### config.mk
export PLATFORM = sky130hd
export DESIGN_NAME = astc_partition_select
export DESIGN_NICKNAME = d
export VERILOG_FILES = /design/src/design/astcps_pkg.sv /design/src/design/astc_partition_select.sv
export SDC_FILE = /design/constraint.sdc
export NUM_CORES = 1
export LEC_CHECK = 0
export ABC_AREA = 1
export BUFFER_PORTS_ARGS = -buffer_cell sky130_fd_sc_hd__buf_2
export CORE_ASPECT_RATIO = 1.1
export CORE_MARGIN = 2
export CORE_UTILIZATION = 35
export DETAILED_ROUTE_END_ITERATION = 7
export GPL_TIMING_DRIVEN = 0
export PLACE_DENSITY = 0.58
export SLEW_MARGIN = 20
export SYNTH_ARGS = -nofsm -noshare
export SYNTH_HDL_FRONTEND = slang
export SYNTH_SLANG_ARGS = --single-unit
### constraint.sdc
create_clock -name clk_i -period 7.9 [get_ports clk_i]
set_input_delay 1.185 -clock clk_i [delete_from_list [all_inputs] [get_ports clk_i]]
set_output_delay 1.185 -clock clk_i [all_outputs]
set_load 0.005 [all_outputs]
### src/design/astcps_pkg.sv
// astcps_pkg: constants and types for the ASTC 2D partition selector.
// Depends on nothing; used by astc_partition_select and its checker.
`default_nettype none
package astcps_pkg;

  localparam logic [31:0] HashMul  = 32'hEEDE0891;
  localparam logic [3:0]  NibMask  = 4'hF;
  localparam logic [5:0]  FormMask = 6'h3F;
  localparam int unsigned SeedBit4 = 4;

  localparam int unsigned NumStages = 5;
  localparam int unsigned NumForms  = 4;
  localparam int unsigned NumSq     = 8;

  typedef logic [9:0]  seed_t;
  typedef logic [12:0] fseed_t;
  typedef logic [4:0]  coord_t;
  typedef logic [2:0]  count_t;
  typedef logic [3:0]  sq_t;
  typedef logic [5:0]  form_t;
  typedef logic [1:0]  pidx_t;

endpackage
`default_nettype wire

### src/design/astc_partition_select.sv
// astc_partition_select: ASTC 2D texel partition index, five register stages.
// Depends on astcps_pkg.
//
//   channel   signals                                         dir
//   in        in_valid_i/in_ready_o, partition_seed_i,
//             texel_x_i, texel_y_i, part_count_i,
//             small_block_i                                   in
//   out       out_valid_o/out_ready_i, partition_index_o      out
//
// One texel per cycle while the output is not stalled.
// Stages: seed fold and hash multiply, hash mix, nibble squares and shifts,
// linear forms, argmax into the output register.
// Reset clears the stage valid bits only.
// A stall on the output freezes every stage; nothing is dropped or repeated.
`default_nettype none
module astc_partition_select (
  input  wire logic                  clk_i,
  input  wire logic                  rst_ni,
  input  wire logic                  in_valid_i,
  output logic                       in_ready_o,
  input  wire astcps_pkg::seed_t     partition_seed_i,
  input  wire logic [3:0]            texel_x_i,
  input  wire logic [3:0]            texel_y_i,
  input  wire astcps_pkg::count_t    part_count_i,
  input  wire logic                  small_block_i,
  output logic                       out_valid_o,
  input  wire logic                  out_ready_i,
  output astcps_pkg::pidx_t          partition_index_o
);
  import astcps_pkg::*;

  logic [NumStages-1:0] valid_q;
  logic                 adv;

  assign adv        = !valid_q[NumStages-1] || out_ready_i;
  assign in_ready_o = adv;

  always_ff @(posedge clk_i or negedge rst_ni) begin
    if (!rst_ni) begin
      valid_q <= '0;
    end else if (adv) begin
      valid_q <= {valid_q[NumStages-2:0], in_valid_i};
    end
  end

  // stage 1: fold count into seed, hash multiply, double coordinates for small blocks
  fseed_t      fseed;
  logic [31:0] prod1_d, prod1_q;
  coord_t      x1_d, y1_d, x1_q, y1_q;
  logic [4:0]  seed1_q;
  count_t      cnt1_q;

  always_comb begin
    fseed   = {3'(part_count_i - 3'd1), partition_seed_i};
    prod1_d = 32'({19'd0, fseed} * HashMul);
    x1_d    = small_block_i ? {texel_x_i, 1'b0} : {1'b0, texel_x_i};
    y1_d    = small_block_i ? {texel_y_i, 1'b0} : {1'b0, texel_y_i};
  end

  always_ff @(posedge clk_i) begin
    if (adv) begin
      prod1_q <= prod1_d;
      seed1_q <= fseed[4:0];
      cnt1_q  <= part_count_i;
      x1_q    <= x1_d;
      y1_q    <= y1_d;
    end
  end

  // stage 2: rest of the hash mix
  logic [31:0] h2_d, h2_q;
  logic [4:0]  seed2_q;
  count_t      cnt2_q;
  coord_t      x2_q, y2_q;

  always_comb begin
    h2_d = prod1_q ^ (prod1_q >> 5);
    h2_d = h2_d + (h2_d << 16);
    h2_d = h2_d ^ (h2_d >> 7);
    h2_d = h2_d ^ (h2_d >> 3);
    h2_d = h2_d ^ (h2_d << 6);
    h2_d = h2_d ^ (h2_d >> 17);
  end

  always_ff @(posedge clk_i) begin
    if (adv) begin
      h2_q    <= h2_d;
      seed2_q <= seed1_q;
      cnt2_q  <= cnt1_q;
      x2_q    <= x1_q;
      y2_q    <= y1_q;
    end
  end

  // stage 3: square nibbles and shift by seed- and count-dependent amounts
  logic [2:0]  sh1, sh2;
  logic [3:0]  nib;
  logic [7:0]  sqr;
  sq_t         sq3_d [NumSq];
  sq_t         sq3_q [NumSq];
  logic [17:0] hb3_q;
  count_t      cnt3_q;
  coord_t      x3_q, y3_q;

  always_comb begin
    nib = '0;
    sqr = '0;
    if (seed2_q[0]) begin
      sh1 = seed2_q[1] ? 3'd4 : 3'd5;
      sh2 = (cnt2_q == 3'd3) ? 3'd6 : 3'd5;
    end else begin
      sh1 = (cnt2_q == 3'd3) ? 3'd6 : 3'd5;
      sh2 = seed2_q[1] ? 3'd4 : 3'd5;
    end
    for (int i = 0; i < NumSq; i++) begin
      nib      = h2_q[4*i +: 4] & NibMask;
      sqr      = {4'd0, nib} * {4'd0, nib};
      sq3_d[i] = 4'(sqr >> ((i % 2 == 0) ? sh1 : sh2));
    end
  end

  always_ff @(posedge clk_i) begin
    if (adv) begin
      sq3_q  <= sq3_d;
      hb3_q  <= h2_q[19:2];
      cnt3_q <= cnt2_q;
      x3_q   <= x2_q;
      y3_q   <= y2_q;
    end
  end

  // stage 4: linear forms, masked and gated by count
  form_t f4_d [NumForms];
  form_t f4_q [NumForms];
  logic [5:0] px, py;

  always_comb begin
    px = '0;
    py = '0;
    for (int k = 0; k < NumForms; k++) begin
      px = 6'({5'd0, sq3_q[2*k]}   * {4'd0, x3_q});
      py = 6'({5'd0, sq3_q[2*k+1]} * {4'd0, y3_q});
      f4_d[k] = (px + py + hb3_q[(12 - 4*k) +: 6]) & FormMask;
    end
    if (cnt3_q <= 3'd3) f4_d[3] = '0;
    if (cnt3_q <= 3'd2) f4_d[2] = '0;
    if (cnt3_q <= 3'd1) f4_d[1] = '0;
  end

  always_ff @(posedge clk_i) begin
    if (adv) begin
      f4_q <= f4_d;
    end
  end

  // stage 5: argmax, ties to the lower index
  pidx_t idx5_d, idx5_q;
  form_t best;

  always_comb begin
    idx5_d = '0;
    best   = f4_q[0];
    for (int k = 1; k < NumForms; k++) begin
      if (f4_q[k] > best) begin
        best   = f4_q[k];
        idx5_d = 2'(k);
      end
    end
  end

  always_ff @(posedge clk_i) begin
    if (adv) begin
      idx5_q <= idx5_d;
    end
  end

  assign out_valid_o       = valid_q[NumStages-1];
  assign partition_index_o = idx5_q;

endmodule
`default_nettype wire

Yosys cells after proc, flatten, opt, wreduce, memory -nomap -nowiden
Index checks and enable logic that the tools add are counted.

Flip-flop bits (word level): 188. Latch bits: 0. RAM bits: 0. Memory bits (read-only): 0. Bits of input ports: 26. Output and inout port bits: 4. Memories: 0.

$add $sub $neg: 10. Multiply operators: 17. Divide/modulo/power cells: 0. $lt $le $gt $ge: 6. Equal/unequal tests: 1. Shifts and indexed selects: 8. Multiplexer cells: 10. Bitwise operators: 5. Reductions and logical operators: 3.

Operator list (number): 4-bit by 4-bit multiplier with 8-bit output (8); 8-bit by 3-bit >> shifter with 4-bit output (8); 6-bit adder (8); 4-bit by 5-bit multiplier with 6-bit output (8); 32-bit adder (1); 13-bit by 32-bit multiplier with 32-bit output, second input constant (1); 32-bit by 15-bit XOR with 32-bit output (1); 32-bit by 25-bit XOR with 32-bit output (1); 32-bit by 27-bit XOR with 32-bit output (1); 32-bit by 29-bit XOR with 32-bit output (1); 32-bit XOR (1); 6-bit greater-than comparator (3); 6-bit 2-to-1 mux (2); 4-bit 2-to-1 mux (2); 3-bit by 2-bit less-or-equal comparator with 1-bit output, second input constant (2); 2-bit 2-to-1 mux (3); 3-bit by 2-bit equality test with 1-bit output, second input constant (1); 3-bit by 1-bit less-or-equal comparator with 1-bit output, second input constant (1); 1-bit 2-to-1 mux (3); 3-bit by 1-bit subtractor with 3-bit output, second input constant (1); 2-bit OR reduction (1); 1-bit logical NOT (1); 1-bit logical OR (1).

Depth between registers and ports, before layout
Depth in word-level cells: 6. Mapped depth: 27. Depth with buffers taken out: 25.

Worst setup path after synthesis
No wires, ideal clock.

Path kind: input to output. Start: input port out_ready_i. End: output port in_ready_o. Data arrival time: 5.174 ns. Data required time: 6.715 ns. Setup slack: 1.541 ns. Stages on the path: 2. Buffers on the path: 0. Path through: inv_1 -> nand2_1.

Cells in the longest elaborated chain, start to end: 1.

RTL lines: start, declared (RTL line astc_partition_select.sv:27) `input wire logic out_ready_i,`; 1-bit logical OR (RTL line astc_partition_select.sv:35) `assign adv = !valid_q[NumStages-1] || out_ready_i;`; end, declared (RTL line astc_partition_select.sv:20) `output logic in_ready_o,`.

Every way passes these cells.

Worst setup path in the final report
Start: input port part_count_i[0]. End: register prod1_q[31] (data pin).

Cells in the longest elaborated chain, start to end: 2.

RTL lines: start, declared (RTL line astc_partition_select.sv:24) `input wire astcps_pkg::count_t part_count_i,`; 3-bit by 1-bit subtractor with 3-bit output (RTL line astc_partition_select.sv:54) `fseed = {3'(part_count_i - 3'd1), partition_seed_i};`; 13-bit by 32-bit multiplier with 32-bit output (RTL line astc_partition_select.sv:55) `prod1_d = 32'({19'd0, fseed} * HashMul);`; via prod1_d[31] (RTL line astc_partition_select.sv:48) `logic [31:0] prod1_d, prod1_q;`; end signal, assigned (RTL line astc_partition_select.sv:62) `prod1_q <= prod1_d;`; end, declared (RTL line astc_partition_select.sv:48).

The timed path passes the listed nets, and every way through them passes these cells. A chain may end at the register's enable or synchronous reset.

==> metrics.md <==
| Metric | Value |
|---|---|
| Hold violation count in the final report | `0` |
| Leading area contributor after synthesis | `edfxtp_1` |
| First-pass GRT wire length | `72200 um` |
| Post-route antenna net violation count | `0` |
| Tmin final | `6100 ps` |
| Congestion Overflow GR | `0` |
| Syn Area/Cell | `8.40 um2` |
| Worst Path Arrival | `6310 ps` |
| Syn nets | `2591` |
| Layout Nets | `2643` |
| Async set-reset flop share out of synthesis | `0.0269` |
| Clk Latency, worst-skew pair | `450 ps` |
| CP endpoint | `prod1_q[31]` |
| Drt initial violations | `728` |
| Placed cells | `2937` |
| Gpl congestion | `0.941` |
| Crit-path cells | `buf_2 -> inv_1 -> ha_1 -> xor2_1 -> xor2_1 -> inv_1 -> fa_1 -> fa_1 -> inv_1 -> fa_1 -> inv_1 -> fa_1 -> inv_1 -> ha_1 -> inv_1 -> nor3_1 -> nand4_1 -> nand3_1 -> inv_1 -> nand2_1 -> nand2_1` |
| PostCTS Resize Cnt | `0` |
| # IOs | `30` |
| Clock slew at reported path FFs | `80 ps` |
| Longest Clk Path Bufs | `2` |
| Synth unique cells | `35` |
| Share of layout cells above drive strength 1 | `0.0414` |
| Clk sinks | `186` |
| Placeable Area | `0.0526 mm2` |
| Drc violations | `0` |
| Die Wd | `224 um` |
| Seq/Total Area, Yosys | `0.297` |
| Drt first pass iters | `5` |
| Synth top area cells | `edfxtp_1 (29%), fa_1 (15%), ha_1 (13%)` |
| Starting Density | `0.356` |
| Site row count | `88` |
| FF-to-FF path depth | `15` |
| Most common cell after layout, fill and taps aside | `nand2_1` |
| FF-to-FF setup slack | `2890 ps` |
| Vias per inst | `4.69` |
| Maxcap violations | `0` |
| Mapped Cells | `2229` |
| Gr usage total | `0.166` |
| Area Growth Syn to Fin | `9.16%` |
| Yosys warning total | `0` |
| Number of synthesized flops with an enable pin | `181` |
| Largest stage delay on the critical path | `550 ps` |
| Startpoint Class | `input port` |
| Inserted Clock Buffers | `17` |
| Post-CTS Repair Setup Buffers | `0` |
| DIE AREA | `0.0553 mm2` |
| Critical Setup Path Class | `in2reg` |
| Worst reg2reg path startpoint | `x3_q[0]` |
| ANT cells | `0` |
| Area share of the largest cell type after synthesis | `0.290` |
| CP Capture Type | `flip-flop` |
| Fmax achieved | `164 MHz` |
| Outcome | `complete, no violations` |
| Most frequent CP cell | `inv_1` |
| Initial antenna violation count | `0` |
| Slew HR | `0.490` |
| Final period util | `0.772` |
| Port Buffers | `29` |
| Worst-margin pin slew | `759 ps` |
| WL per Instance | `14.7 um` |
| RR Endpoint | `f4_q[5]` |
| Hold WC Path Type | `reg2reg` |
| Post-Layout Cell Count | `2969` |
| Clk root buf | `clkbuf_16` |
| CTS tree | `done` |
| Critical Path RT | `8110 ps` |
| RSZ-0062 raised after global routing | `no` |
| Most frequent cells in the layout | `nand2_1 (617), inv_1 (500), ha_1 (196)` |
| Critical Path Fanout Max | `6` |
| Main synth FF type | `edfxtp_1` |
| Crit path from | `part_count_i[0]` |
| Hold Buf Count CTS | `0` |
| Max-slew violations | `0` |
| Die Ht | `247 um` |
| H-Tree Level Count | `4` |
| Via count | `13900` |
| Layout Skew | `10.1 ps` |
| Number of global-route vias before repair | `14200` |
| Routed wire length | `43500 um` |
| Crit path max-delay cell type | `fa_1` |
| Largest net degree at the start of global routing | `54` |
| Syn Std Cell Area | `0.0187 mm2` |
| Hpwl dp | `37300 um` |
| Final setup fails | `0` |
| Synthesized flop and latch total | `186` |
## area by class of cell
cell class                      count  area, um2
Multi-Input combinational cell   1523      11200
Clock inverter                     15        196
Sequential cell                   186       5560
Buffer                             20       75.1
Tap cell                          675        845
Inverter                          500       1880
Fill cell                        5305      32200
Clock buffer                       17        425
Timing Repair Buffer               33        240
## cells in the mapped netlist (2+ instances only)
cell type and number:
a21o_1 6, a21oi_1 64, a221oi_1 2, a31oi_1 2, and2_1 3, clkbuf_1 20, dfrtp_1 5, edfxtp_1 181
fa_1 140, ha_1 196, inv_1 500, mux2_2 3, nand2_1 618, nand2_2 11, nand3_1 111, nand4_1 10
nor2_1 82, nor3_1 12, o211ai_1 3, o21ai_0 48, o21bai_1 4, o221ai_1 9, o22ai_1 10, or2_1 2
or2_2 5, xnor2_1 76, xor2_1 92, xor2_2 7
## sequential cells by signal (all words and copies together) (netlist names)
signal and cells:
h2_q 32, sq3_q 32, prod1_q 32, x2_q 5
cnt2_q 3, x1_q 5, x3_q 5, cnt3_q 3
y1_q 5, valid_q 5, seed2_q 2, y3_q 5
cnt1_q 3, hb3_q 18, partition_index_o 2, y2_q 5
f4_q 24
## metal layers
metal	up-vias	routed length, um	share of wire	GRT usage
met5	-	0	0	0
met4	0	1420	0.033	0.0639
met3	69	1120	0.026	0.0211
met2	228	22800	0.52	0.312
met1	6574	18200	0.42	0.190
li1	7040	-	-	-
## worst max-delay path, delay by kind of cell
| kind | cells | cell delay, ps |
|---|---|---|
| AND/OR/NAND/NOR | 5 | 770 |
| buffers and inverters | 8 | 830 |
| adder cells (fa/ha/maj) | 6 | 2740 |
| XOR/XNOR | 2 | 800 |
## logic make-up after synthesis
kind of cell             count (synthesis)  synth area share
adder cells (fa/ha/maj)                336             0.281
AO/OA/AOI/OAI                          152            0.0461
buffers and inverters                  520             0.104
XOR/XNOR                               176            0.0856
flip-flops                             186             0.297
AND/OR/NAND/NOR                        856             0.184
multiplexers                             3           0.00180
## stage by stage
step	utilization	setup WS (ps)	TNS [ps]	cell area (um2)	hold slack, ps
2_1_floorplan	-	1540	0	18700	400
3_3_place_gp	0.374	-833	-833	19700	403
3_5_place_dp	0.376	1280	0	19800	405
4_1_cts	0.388	1760	0	20400	419
5_1_grt	0.388	1440	0	20400	428
6_report	0.388	1800	0	20400	414
## worst min path at each step
stage	start	to	depth (start not counted)
2_1_floorplan	cnt1_q[0]	cnt2_q[0]	0
3_3_place_gp	cnt1_q[0]	cnt2_q[0]	0
3_5_place_dp	x1_q[1]	x2_q[1]	0
4_1_cts	x2_q[4]	x3_q[4]	0
5_1_grt	cnt1_q[2]	cnt2_q[2]	0
6_report	x2_q[2]	x3_q[2]	0
Power is left out: the tool's default activity adds up to more than one toggle a clock period on the data nets, which glitch-free logic cannot reach.
